$ cat config.mk
export PLATFORM = sky130hd
export DESIGN_NAME = feal_block_cipher_top
export DESIGN_NICKNAME = d
export VERILOG_FILES = /design/src/design/feal_pkg.sv /design/src/design/feal_ram.sv /design/src/design/feal_dp.sv /design/src/design/feal_ctrl.sv /design/src/design/feal_block_cipher_top.sv
export SDC_FILE = /design/constraint.sdc
export NUM_CORES = 2
export LEC_CHECK = 0
export BUFFER_PORTS_ARGS = -buffer_cell sky130_fd_sc_hd__buf_4
export CORE_ASPECT_RATIO = 1.4
export CORE_UTILIZATION = 45
export CTS_CLUSTER_SIZE = 40
export DETAILED_ROUTE_END_ITERATION = 12
export PLACE_DENSITY_LB_ADDON = 0.12
export SETUP_SLACK_MARGIN = 0.4
export SLEW_MARGIN = 10
export SYNTH_ARGS = -nofsm -noshare
export SYNTH_HDL_FRONTEND = slang
export SYNTH_SLANG_ARGS = --single-unit
$ cat constraint.sdc
create_clock -name clk -period 22.6 [get_ports clk]
set_input_delay 1.13 -clock clk [delete_from_list [all_inputs] [get_ports clk]]
set_output_delay 1.13 -clock clk [all_outputs]
set_load 0.05 [all_outputs]
$ cat src/design/feal_pkg.sv
// ----------------------------------------------------------------------------
// feal_pkg
// Shared types, constants and byte functions of the FEAL-N block cipher.
// ----------------------------------------------------------------------------
package feal_pkg;

    localparam int MAX_ROUNDS_DEF   = 32;
    localparam int SUBKEY_DEPTH_DEF = 40;

    localparam int KEY_W     = 64;
    localparam int BLOCK_W   = 64;
    localparam int WORD_W    = 32;
    localparam int SUBKEY_W  = 16;
    localparam int HALF_W    = 5;
    localparam int CNT_W     = HALF_W + 1;
    localparam int CFG_IDX_W = 2;

    localparam logic [CFG_IDX_W-1:0] CFG_KEY  = 2'd0;
    localparam logic [CFG_IDX_W-1:0] CFG_HALF = 2'd1;

    localparam logic [HALF_W-1:0] HALF_RESET = 5'd8;

    localparam logic CMD_ENCRYPT = 1'b0;
    localparam logic CMD_DECRYPT = 1'b1;

    typedef enum logic [2:0] {
        ST_IDLE,
        ST_KS_LOAD,
        ST_KS_HI,
        ST_KS_LO,
        ST_ROUND,
        ST_FINISH
    } state_t;

    typedef struct packed {
        logic ks_load;
        logic ks_wr;
        logic ks_lo;
        logic blk_load;
        logic rd_en;
        logic round_en;
        logic out_load;
    } ctrl_cmd_t;

    typedef struct packed {
        logic out_free;
    } dp_status_t;

    function automatic logic [7:0] byte_mix(input logic [7:0] x, input logic [7:0] y,
                                            input logic d);
        logic [7:0] s;
        s = x + y + {7'd0, d};
        return {s[5:0], s[7:6]};
    endfunction

    function automatic logic [WORD_W-1:0] fk_func(input logic [WORD_W-1:0] a,
                                                  input logic [WORD_W-1:0] b);
        logic [7:0] p, q, u0, u1, u2, u3;
        p  = a[31:24] ^ a[23:16];
        q  = a[15:8] ^ a[7:0];
        u1 = byte_mix(p, q ^ b[31:24], 1'b1);
        u2 = byte_mix(q, u1 ^ b[23:16], 1'b0);
        u0 = byte_mix(a[31:24], u1 ^ b[15:8], 1'b0);
        u3 = byte_mix(a[7:0], u2 ^ b[7:0], 1'b1);
        return {u0, u1, u2, u3};
    endfunction

    function automatic logic [WORD_W-1:0] round_func(input logic [WORD_W-1:0] a,
                                                     input logic [SUBKEY_W-1:0] k);
        logic [7:0] p, q, f0, f1, f2, f3;
        p  = a[31:24] ^ a[23:16] ^ k[15:8];
        q  = a[15:8] ^ a[7:0] ^ k[7:0];
        f1 = byte_mix(p, q, 1'b1);
        f2 = byte_mix(q, f1, 1'b0);
        f0 = byte_mix(a[31:24], f1, 1'b0);
        f3 = byte_mix(a[7:0], f2, 1'b1);
        return {f0, f1, f2, f3};
    endfunction

endpackage

$ cat src/design/feal_ram.sv
// ----------------------------------------------------------------------------
// feal_ram
// Generic single-write, single-read RAM with registered read data.
// ----------------------------------------------------------------------------
module feal_ram #(
    parameter int WIDTH  = 16,
    parameter int DEPTH  = 40,
    parameter int ADDR_W = $clog2(DEPTH)
) (
    input  logic              clk,
    input  logic              we,
    input  logic [ADDR_W-1:0] waddr,
    input  logic [WIDTH-1:0]  wdata,
    input  logic              re,
    input  logic [ADDR_W-1:0] raddr,
    output logic [WIDTH-1:0]  rdata
);

    logic [WIDTH-1:0] mem [DEPTH];
    logic [WIDTH-1:0] rdata_reg;

    always_ff @(posedge clk)
    begin
        if (we)
        begin
            mem[waddr] <= wdata;
        end
        if (re)
        begin
            rdata_reg <= mem[raddr];
        end
    end

    assign rdata = rdata_reg;

endmodule

$ cat src/design/feal_dp.sv
// ----------------------------------------------------------------------------
// feal_dp
// Datapath: config registers, fK key schedule words, subkey RAM, Feistel
// round register pair, whitening keys and output register.
// ----------------------------------------------------------------------------
module feal_dp import feal_pkg::*; #(
    parameter int SUBKEY_DEPTH = SUBKEY_DEPTH_DEF,
    parameter int ADDR_W       = $clog2(SUBKEY_DEPTH)
) (
    input  logic                 clk,
    input  logic                 rst_n,
    input  logic                 cfg_we,
    input  logic [CFG_IDX_W-1:0] cfg_index,
    input  logic [KEY_W-1:0]     cfg_wdata,
    output logic [HALF_W-1:0]    cfg_half,
    input  ctrl_cmd_t            cmd,
    input  logic [ADDR_W-1:0]    ks_addr,
    input  logic [ADDR_W-1:0]    rd_addr,
    output dp_status_t           status,
    input  logic                 in_cmd,
    input  logic [BLOCK_W-1:0]   in_block,
    output logic                 out_valid,
    input  logic                 out_ready,
    output logic [BLOCK_W-1:0]   out_block
);

    logic [KEY_W-1:0]    key_reg;
    logic [HALF_W-1:0]   half_reg;
    logic [WORD_W-1:0]   ua_reg, ub_reg, uc_reg;
    logic [WORD_W-1:0]   wk_reg [4];
    logic [WORD_W-1:0]   x_reg, y_reg;
    logic                dir_reg;
    logic                out_valid_reg;
    logic [BLOCK_W-1:0]  out_block_reg;

    logic [WORD_W-1:0]   fk_word;
    logic [SUBKEY_W-1:0] ram_wdata;
    logic [SUBKEY_W-1:0] ram_rdata;
    logic [WORD_W-1:0]   in_l, in_r, init_c, init_d, init_y;
    logic [WORD_W-1:0]   fin_a, fin_b;

    // config registers
    always_ff @(posedge clk or negedge rst_n)
    begin
        if (!rst_n)
        begin
            key_reg  <= '0;
            half_reg <= HALF_RESET;
        end
        else if (cfg_we)
        begin
            if (cfg_index == CFG_KEY)
            begin
                key_reg <= cfg_wdata;
            end
            else if (cfg_index == CFG_HALF)
            begin
                half_reg <= cfg_wdata[HALF_W-1:0];
            end
        end
    end

    assign cfg_half = half_reg;

    // key schedule
    assign fk_word   = fk_func(ub_reg, uc_reg ^ ua_reg);
    assign ram_wdata = cmd.ks_lo ? fk_word[15:0] : fk_word[31:16];

    always_ff @(posedge clk)
    begin
        if (cmd.ks_load)
        begin
            ua_reg <= '0;
            ub_reg <= key_reg[63:32];
            uc_reg <= key_reg[31:0];
        end
        else if (cmd.ks_wr && cmd.ks_lo)
        begin
            ua_reg    <= ub_reg;
            ub_reg    <= uc_reg;
            uc_reg    <= fk_word;
            wk_reg[0] <= wk_reg[1];
            wk_reg[1] <= wk_reg[2];
            wk_reg[2] <= wk_reg[3];
            wk_reg[3] <= fk_word;
        end
    end

    feal_ram #(
        .WIDTH (SUBKEY_W),
        .DEPTH (SUBKEY_DEPTH),
        .ADDR_W(ADDR_W)
    ) u_subkey_ram (
        .clk  (clk),
        .we   (cmd.ks_wr),
        .waddr(ks_addr),
        .wdata(ram_wdata),
        .re   (cmd.rd_en),
        .raddr(rd_addr),
        .rdata(ram_rdata)
    );

    // block path; x feeds f, y is the other half
    assign in_l   = in_block[63:32];
    assign in_r   = in_block[31:0];
    assign init_c = (in_cmd == CMD_DECRYPT) ? wk_reg[2] : wk_reg[0];
    assign init_d = (in_cmd == CMD_DECRYPT) ? wk_reg[3] : wk_reg[1];
    assign init_y = in_l ^ init_c;
    assign fin_a  = (dir_reg == CMD_DECRYPT) ? wk_reg[0] : wk_reg[2];
    assign fin_b  = (dir_reg == CMD_DECRYPT) ? wk_reg[1] : wk_reg[3];

    always_ff @(posedge clk)
    begin
        if (cmd.blk_load)
        begin
            y_reg   <= init_y;
            x_reg   <= in_r ^ init_d ^ init_y;
            dir_reg <= in_cmd;
        end
        else if (cmd.round_en)
        begin
            x_reg <= y_reg ^ round_func(x_reg, ram_rdata);
            y_reg <= x_reg;
        end
    end

    // output register
    always_ff @(posedge clk or negedge rst_n)
    begin
        if (!rst_n)
        begin
            out_valid_reg <= 1'b0;
        end
        else if (cmd.out_load)
        begin
            out_valid_reg <= 1'b1;
        end
        else if (out_ready)
        begin
            out_valid_reg <= 1'b0;
        end
    end

    always_ff @(posedge clk)
    begin
        if (cmd.out_load)
        begin
            out_block_reg <= {x_reg ^ fin_a, x_reg ^ y_reg ^ fin_b};
        end
    end

    assign status.out_free = !out_valid_reg || out_ready;
    assign out_valid       = out_valid_reg;
    assign out_block       = out_block_reg;

endmodule

$ cat src/design/feal_ctrl.sv
// ----------------------------------------------------------------------------
// feal_ctrl
// Controller: key schedule sequencing, round counting and subkey addressing.
// ----------------------------------------------------------------------------
module feal_ctrl import feal_pkg::*; #(
    parameter int MAX_ROUNDS   = MAX_ROUNDS_DEF,
    parameter int SUBKEY_DEPTH = SUBKEY_DEPTH_DEF,
    parameter int ADDR_W       = $clog2(SUBKEY_DEPTH)
) (
    input  logic                 clk,
    input  logic                 rst_n,
    input  logic                 cfg_we,
    input  logic [CFG_IDX_W-1:0] cfg_index,
    input  logic [HALF_W-1:0]    cfg_half,
    input  logic                 in_valid,
    output logic                 in_ready,
    input  logic                 in_cmd,
    input  dp_status_t           status,
    output ctrl_cmd_t            cmd,
    output logic [ADDR_W-1:0]    ks_addr,
    output logic [ADDR_W-1:0]    rd_addr
);

    localparam int CAP_A    = MAX_ROUNDS / 2;
    localparam int CAP_B    = (SUBKEY_DEPTH - 8) / 2;
    localparam int HALF_CAP = (CAP_A < CAP_B) ? CAP_A : CAP_B;

    state_t            state_reg, state_next;
    logic              ready_reg, ready_next;
    logic [CNT_W-1:0]  iter_reg, iter_next;
    logic [ADDR_W-1:0] ks_addr_reg, ks_addr_next;
    logic [CNT_W-1:0]  cnt_reg, cnt_next;
    logic              dir_reg, dir_next;

    logic [HALF_W-1:0] half_eff;
    logic [CNT_W-1:0]  n_rounds;
    logic              cfg_change;
    logic              accept;
    logic              ks_last;
    logic              round_last;

    always_comb
    begin
        if (cfg_half == '0)
        begin
            half_eff = HALF_W'(1);
        end
        else if (cfg_half > HALF_W'(HALF_CAP))
        begin
            half_eff = HALF_W'(HALF_CAP);
        end
        else
        begin
            half_eff = cfg_half;
        end
    end

    assign n_rounds   = {half_eff, 1'b0};
    assign cfg_change = cfg_we && ((cfg_index == CFG_KEY) || (cfg_index == CFG_HALF));
    assign accept     = (state_reg == ST_IDLE) && ready_reg && in_valid;
    assign ks_last    = iter_reg == (CNT_W'(half_eff) + CNT_W'(4));
    assign round_last = cnt_reg == (n_rounds - CNT_W'(1));

    always_ff @(posedge clk or negedge rst_n)
    begin
        if (!rst_n)
        begin
            state_reg   <= ST_IDLE;
            ready_reg   <= 1'b0;
            iter_reg    <= '0;
            ks_addr_reg <= '0;
            cnt_reg     <= '0;
            dir_reg     <= CMD_ENCRYPT;
        end
        else
        begin
            state_reg   <= state_next;
            ready_reg   <= ready_next;
            iter_reg    <= iter_next;
            ks_addr_reg <= ks_addr_next;
            cnt_reg     <= cnt_next;
            dir_reg     <= dir_next;
        end
    end

    // next state
    always_comb
    begin
        state_next   = state_reg;
        ready_next   = ready_reg;
        iter_next    = iter_reg;
        ks_addr_next = ks_addr_reg;
        cnt_next     = cnt_reg;
        dir_next     = dir_reg;
        case (state_reg)
            ST_IDLE:
            begin
                if (!ready_reg)
                begin
                    state_next = ST_KS_LOAD;
                end
                else if (in_valid)
                begin
                    state_next = ST_ROUND;
                    cnt_next   = '0;
                    dir_next   = in_cmd;
                end
            end
            ST_KS_LOAD:
            begin
                state_next   = ST_KS_HI;
                iter_next    = CNT_W'(1);
                ks_addr_next = '0;
            end
            ST_KS_HI:
            begin
                state_next   = ST_KS_LO;
                ks_addr_next = ks_addr_reg + ADDR_W'(1);
            end
            ST_KS_LO:
            begin
                ks_addr_next = ks_addr_reg + ADDR_W'(1);
                iter_next    = iter_reg + CNT_W'(1);
                if (ks_last)
                begin
                    state_next = ST_IDLE;
                    ready_next = 1'b1;
                end
                else
                begin
                    state_next = ST_KS_HI;
                end
            end
            ST_ROUND:
            begin
                cnt_next = cnt_reg + CNT_W'(1);
                if (round_last)
                begin
                    state_next = ST_FINISH;
                end
            end
            ST_FINISH:
            begin
                if (status.out_free)
                begin
                    state_next = ST_IDLE;
                end
            end
            default:
            begin
                state_next = ST_IDLE;
            end
        endcase
        if (cfg_change)
        begin
            state_next = ST_KS_LOAD;
            ready_next = 1'b0;
        end
    end

    // outputs
    always_comb
    begin
        cmd      = '0;
        rd_addr  = '0;
        in_ready = 1'b0;
        case (state_reg)
            ST_IDLE:
            begin
                in_ready     = ready_reg;
                cmd.blk_load = accept;
                cmd.rd_en    = accept;
                rd_addr      = (in_cmd == CMD_DECRYPT) ?
                               ADDR_W'(n_rounds - CNT_W'(1)) : '0;
            end
            ST_KS_LOAD:
            begin
                cmd.ks_load = 1'b1;
            end
            ST_KS_HI:
            begin
                cmd.ks_wr = 1'b1;
            end
            ST_KS_LO:
            begin
                cmd.ks_wr = 1'b1;
                cmd.ks_lo = 1'b1;
            end
            ST_ROUND:
            begin
                cmd.round_en = 1'b1;
                cmd.rd_en    = !round_last;
                rd_addr      = (dir_reg == CMD_DECRYPT) ?
                               ADDR_W'(n_rounds - CNT_W'(2) - cnt_reg) :
                               ADDR_W'(cnt_reg + CNT_W'(1));
            end
            ST_FINISH:
            begin
                cmd.out_load = status.out_free;
            end
            default:
            begin
                cmd = '0;
            end
        endcase
    end

    assign ks_addr = ks_addr_reg;

endmodule

$ cat src/design/feal_block_cipher_top.sv
// ----------------------------------------------------------------------------
// feal_block_cipher_top
// FEAL-N block cipher with programmable key and round count.
//
// Channel   Dir  Signals                         Content
// s_axis    in   tvalid/tready/tdata/tuser       tdata: data_block, tuser: command
// m_axis    out  tvalid/tready/tdata             tdata: result_block
// cfg       in   cfg_we/cfg_index/cfg_wdata      0: cipher_key, 1: half_rounds
//
// A request runs as one load, one Feistel round per cycle fed by the subkey
// RAM, and a final step that whitens into the output reg.
// After reset and after any key or round-count write, the key schedule runs
// before a request is taken.
// A full output register stalls only the final step; a new request is taken
// while the previous result waits.
// ----------------------------------------------------------------------------
module feal_block_cipher_top import feal_pkg::*; #(
    parameter int MAX_ROUNDS   = MAX_ROUNDS_DEF,
    parameter int SUBKEY_DEPTH = SUBKEY_DEPTH_DEF
) (
    input  logic                 clk,
    input  logic                 rst_n,
    input  logic                 s_axis_tvalid,
    output logic                 s_axis_tready,
    input  logic [BLOCK_W-1:0]   s_axis_tdata,   // [63:0] data_block
    input  logic                 s_axis_tuser,   // [0] command
    output logic                 m_axis_tvalid,
    input  logic                 m_axis_tready,
    output logic [BLOCK_W-1:0]   m_axis_tdata,   // [63:0] result_block
    input  logic                 cfg_we,
    input  logic [CFG_IDX_W-1:0] cfg_index,
    input  logic [KEY_W-1:0]     cfg_wdata
);

    localparam int ADDR_W = $clog2(SUBKEY_DEPTH);

    ctrl_cmd_t         cmd;
    dp_status_t        status;
    logic [HALF_W-1:0] cfg_half;
    logic [ADDR_W-1:0] ks_addr;
    logic [ADDR_W-1:0] rd_addr;

    feal_ctrl #(
        .MAX_ROUNDS  (MAX_ROUNDS),
        .SUBKEY_DEPTH(SUBKEY_DEPTH),
        .ADDR_W      (ADDR_W)
    ) u_ctrl (
        .clk      (clk),
        .rst_n    (rst_n),
        .cfg_we   (cfg_we),
        .cfg_index(cfg_index),
        .cfg_half (cfg_half),
        .in_valid (s_axis_tvalid),
        .in_ready (s_axis_tready),
        .in_cmd   (s_axis_tuser),
        .status   (status),
        .cmd      (cmd),
        .ks_addr  (ks_addr),
        .rd_addr  (rd_addr)
    );

    feal_dp #(
        .SUBKEY_DEPTH(SUBKEY_DEPTH),
        .ADDR_W      (ADDR_W)
    ) u_dp (
        .clk      (clk),
        .rst_n    (rst_n),
        .cfg_we   (cfg_we),
        .cfg_index(cfg_index),
        .cfg_wdata(cfg_wdata),
        .cfg_half (cfg_half),
        .cmd      (cmd),
        .ks_addr  (ks_addr),
        .rd_addr  (rd_addr),
        .status   (status),
        .in_cmd   (s_axis_tuser),
        .in_block (s_axis_tdata),
        .out_valid(m_axis_tvalid),
        .out_ready(m_axis_tready),
        .out_block(m_axis_tdata)
    );

endmodule

==> results.sh <==
export IMPL_status="finished clean"
export IMPL_cts_hold_buf=0
export IMPL_busiest_layer="met2"
export IMPL_gr_usage_met1_pct=30.01
export IMPL_syn_area_um2=49330
export IMPL_cts_resized=0
export IMPL_min_period_over_period_pct=34.88
export IMPL_tightest_slew_ps=1260
export IMPL_met2_usage_pct=42.74
export IMPL_hpwl_um=86060
export IMPL_routed_wl_um=134100
export IMPL_rows=143
export IMPL_synth_largest_area_cell="edfxtp_1"
export IMPL_worstSkewPairLatency_ps=710
export IMPL_synth_edff_count=977
export IMPL_synth_async_reset_ratio_pct=8.439
export IMPL_numCtsBuffers=108
export IMPL_synth_area_leaders="edfxtp_1, nand2_1, xnor2_1"
export IMPL_synthAdderAreaFrac_pct=2.166
export IMPL_viasPerCell=5.394
export IMPL_drt_initial_drc_count=2349
export IMPL_muxShareOfSynthArea_pct=7.150
export IMPL_num_vias=29990
export IMPL_hold_viol_final=0
export IMPL_nets=4235
export IMPL_syn_nets=4030
export IMPL_final_antenna_net_count=0
export IMPL_fp_dieH_um=393.7
export IMPL_synth_ff_type="edfxtp_1"
export IMPL_clk_path_buf_depth=3
export IMPL_fp_coreArea_um2=108600
export IMPL_yosys_warnings=0
export IMPL_io_buffers=201
export IMPL_antenna_found_initial=2
export IMPL_synth_top_cell_area_share_pct=59.48
export IMPL_setup_viol=0
export IMPL_period_needed_ps=7884
export IMPL_relSlewSlack_pct=15.88
export IMPL_syn_to_final_growth_pct=13.90
export IMPL_netlist_instances=3814
export IMPL_cts_setup_buffers=0
export IMPL_skew_ps=29.65
export IMPL_largest_reg_flops=640
export IMPL_grt_pass1_wl_um=197700
export IMPL_dieArea_um2=111000
export IMPL_grtUsageTotal_pct=24.28
export IMPL_io_pins=202
export IMPL_avgSynthCellArea_um2=12.93
export IMPL_drcViolationCount=0
export IMPL_gp_congestion=0.8497
export IMPL_slew_viol_final=0
export IMPL_endpoint_kind="flop"
export IMPL_grt_setup_unrepaired="no"
export IMPL_drive_gt1_share_pct=16.18
export IMPL_wl_per_cell_um=24.13
export IMPL_grt_start_max_net_pins=85
export IMPL_synth_simple_area_share_pct=10.88
export IMPL_fin_tns_setup_ps=0
export IMPL_critPathKind="reg2reg"
export IMPL_clk_transition_reported_paths_ps=70
export IMPL_synth_xor_area_share_pct=7.397
export IMPL_worst_ep_required_time_ps=22970
export IMPL_overflow=0
export IMPL_start_util_pct=45.42
export IMPL_start_kind="flop"
export IMPL_first_global_vias=30070
export IMPL_synth_distinct_cells=64
export IMPL_arrival_ps=8250
export IMPL_max_cap_violations=0
export IMPL_hold_path_class="in2async"
export IMPL_dr_pass1_iters=7
export IMPL_fp_dieW_um=281.8
export IMPL_cts_max_level=3
export IMPL_clock_sinks=1102
export IMPL_ys_ff_latch=1102
export IMPL_root_buffer="clkbuf_16"
export IMPL_cts_tree="built"
export IMPL_synth_compound_area_share_pct=4.928
export IMPL_path_max_fanout=40
export IMPL_fmax_mhz=126.8
export IMPL_seq_area_frac_synth_pct=65.50
export IMPL_grt_use_met3_pct=2.389
export IMPL_nFillCells=9356
export IMPL_synth_top_family_by_area="simple AND/OR/NAND/NOR gates"
[final timing paths]
path / depth (start not counted) / slack [ps] / start / endpoint
worst max-delay path: 26 / 14720 / u_dp.ub_reg[1]$_DFFE_PP_ / u_dp.u_subkey_ram.mem[0][1]$_DFFE_PP_
worst min-delay path: 1 / 350 / rst_n / u_dp.key_reg[19]$_DFFE_PN0P_
worst max register to register: 26 / 14720 / u_dp.ub_reg[1]$_DFFE_PP_ / u_dp.u_subkey_ram.mem[0][1]$_DFFE_PP_
worst min register to register: 2 / 470 / u_dp.ua_reg[26]$_SDFFE_PP0P_ / u_dp.ua_reg[26]$_SDFFE_PP0P_
max in group asynchronous: 2 / 21010 / rst_n / u_ctrl.cnt_reg[0]$_DFFE_PN0P_
min in group clk: 2 / 470 / u_dp.ua_reg[26]$_SDFFE_PP0P_ / u_dp.ua_reg[26]$_SDFFE_PP0P_
[metrics by stage]
stage | area (um2) | instances | hold slack, ps | setup WS, ps | util, %
finish | 56180 | 5559 | 354.6 | 14720 | 51.73
global route | 56180 | 5557 | 370.6 | 14240 | 51.73
CTS | 56170 | 5554 | 329.1 | 14900 | 51.72
detailed placement | 52760 | 5359 | 462.8 | 14980 | 48.58
global placement | 52760 | 5359 | 451.8 | 15120 | 48.58
floorplan | 49330 | 3814 | 444.6 | 15400 | -
[synth_stat cells (17+ instances only)]
cell type,count
ha_1,71
and3_1,33
a211oi_1,17
nand2_1,794
a2111oi_0,17
nand2b_1,18
edfxtp_1,977
dfrtp_1,92
buf_2,24
nand3_1,234
mux2i_1,160
xor2_1,104
o21ai_0,126
dfxtp_1,32
a21oi_1,139
xnor2_1,297
nor2_1,107
inv_1,48
mux2_2,147
clkbuf_1,125
or4_1,17
a21o_1,17
o21a_1,19
buf_1,33
[metal layers]
layer	part of all wire [%]	wire, um
met5	0	0
met4	4.2	5675
met3	3.8	5113
met2	52	69410
met1	40	53920
[area by class of cell]
type	count	area, um2	share of cell area (%)
Inverter	49	188.9	0.3363
Antenna cell	5	12.51	0.02227
Clock inverter	63	560.5	0.9977
Timing Repair Buffer	285	2140	3.808
Tap cell	1450	1814	3.229
Clock buffer	132	2854	5.080
Multi-Input combinational cell	2473	16310	29.02
Sequential cell	1102	32310	57.50
[cell families (layout without fill, tap and decap cells)]
group	after synthesis	count (layout)
AND/OR/NAND/NOR	1260	1260
other	0	5
XOR/XNOR	407	407
multiplexers	327	327
adder cells (fa/ha/maj)	80	80
buffers and inverters	239	529
AO/OA/AOI/OAI	399	399
flip-flops	1102	1102
[worst max-delay path: stages, from the launching register on]
cell      delay, ps
edfxtp_1        480
xor2_1          410
xnor2_1         220
ha_1            280
nor2b_1         120
o21ai_0         200
a21boi_0        170
o311ai_0        470
a21oi_1         150
xnor2_1         750
xnor2_1         170
ha_1            320
a21o_1          150
a21oi_1         210
nand2b_1        160
a21oi_1          80
o22ai_1         150
xnor3_1         500
xnor2_1         270
ha_1            270
nor2b_1         130
o21ai_0         210
a21boi_0        150
o21ai_0         220
a21oi_1         120
xnor3_1         350
mux2_2          760
[placed cells by master (no fill, tap or decap), types with 17 or more instances in the layout]
cell,count
o21a_1,19
xor2_1,104
xnor2_1,297
buf_4,285
a21oi_1,136
edfxtp_1,977
ha_1,71
clkbuf_16,109
clkinv_2,17
a211oi_1,17
or4_1,17
nand2_1,791
nand3_1,234
o21ai_0,122
nand2b_1,17
clkinv_1,26
dfxtp_1,32
clkbuf_1,19
dfrtp_1,92
inv_1,46
mux2i_1,160
nor2_2,20
and3_1,33
nor2_1,83
mux2_2,147
Power is left out: the tool's default activity adds up to more than one toggle a clock period on the data nets, which glitch-free logic cannot reach.
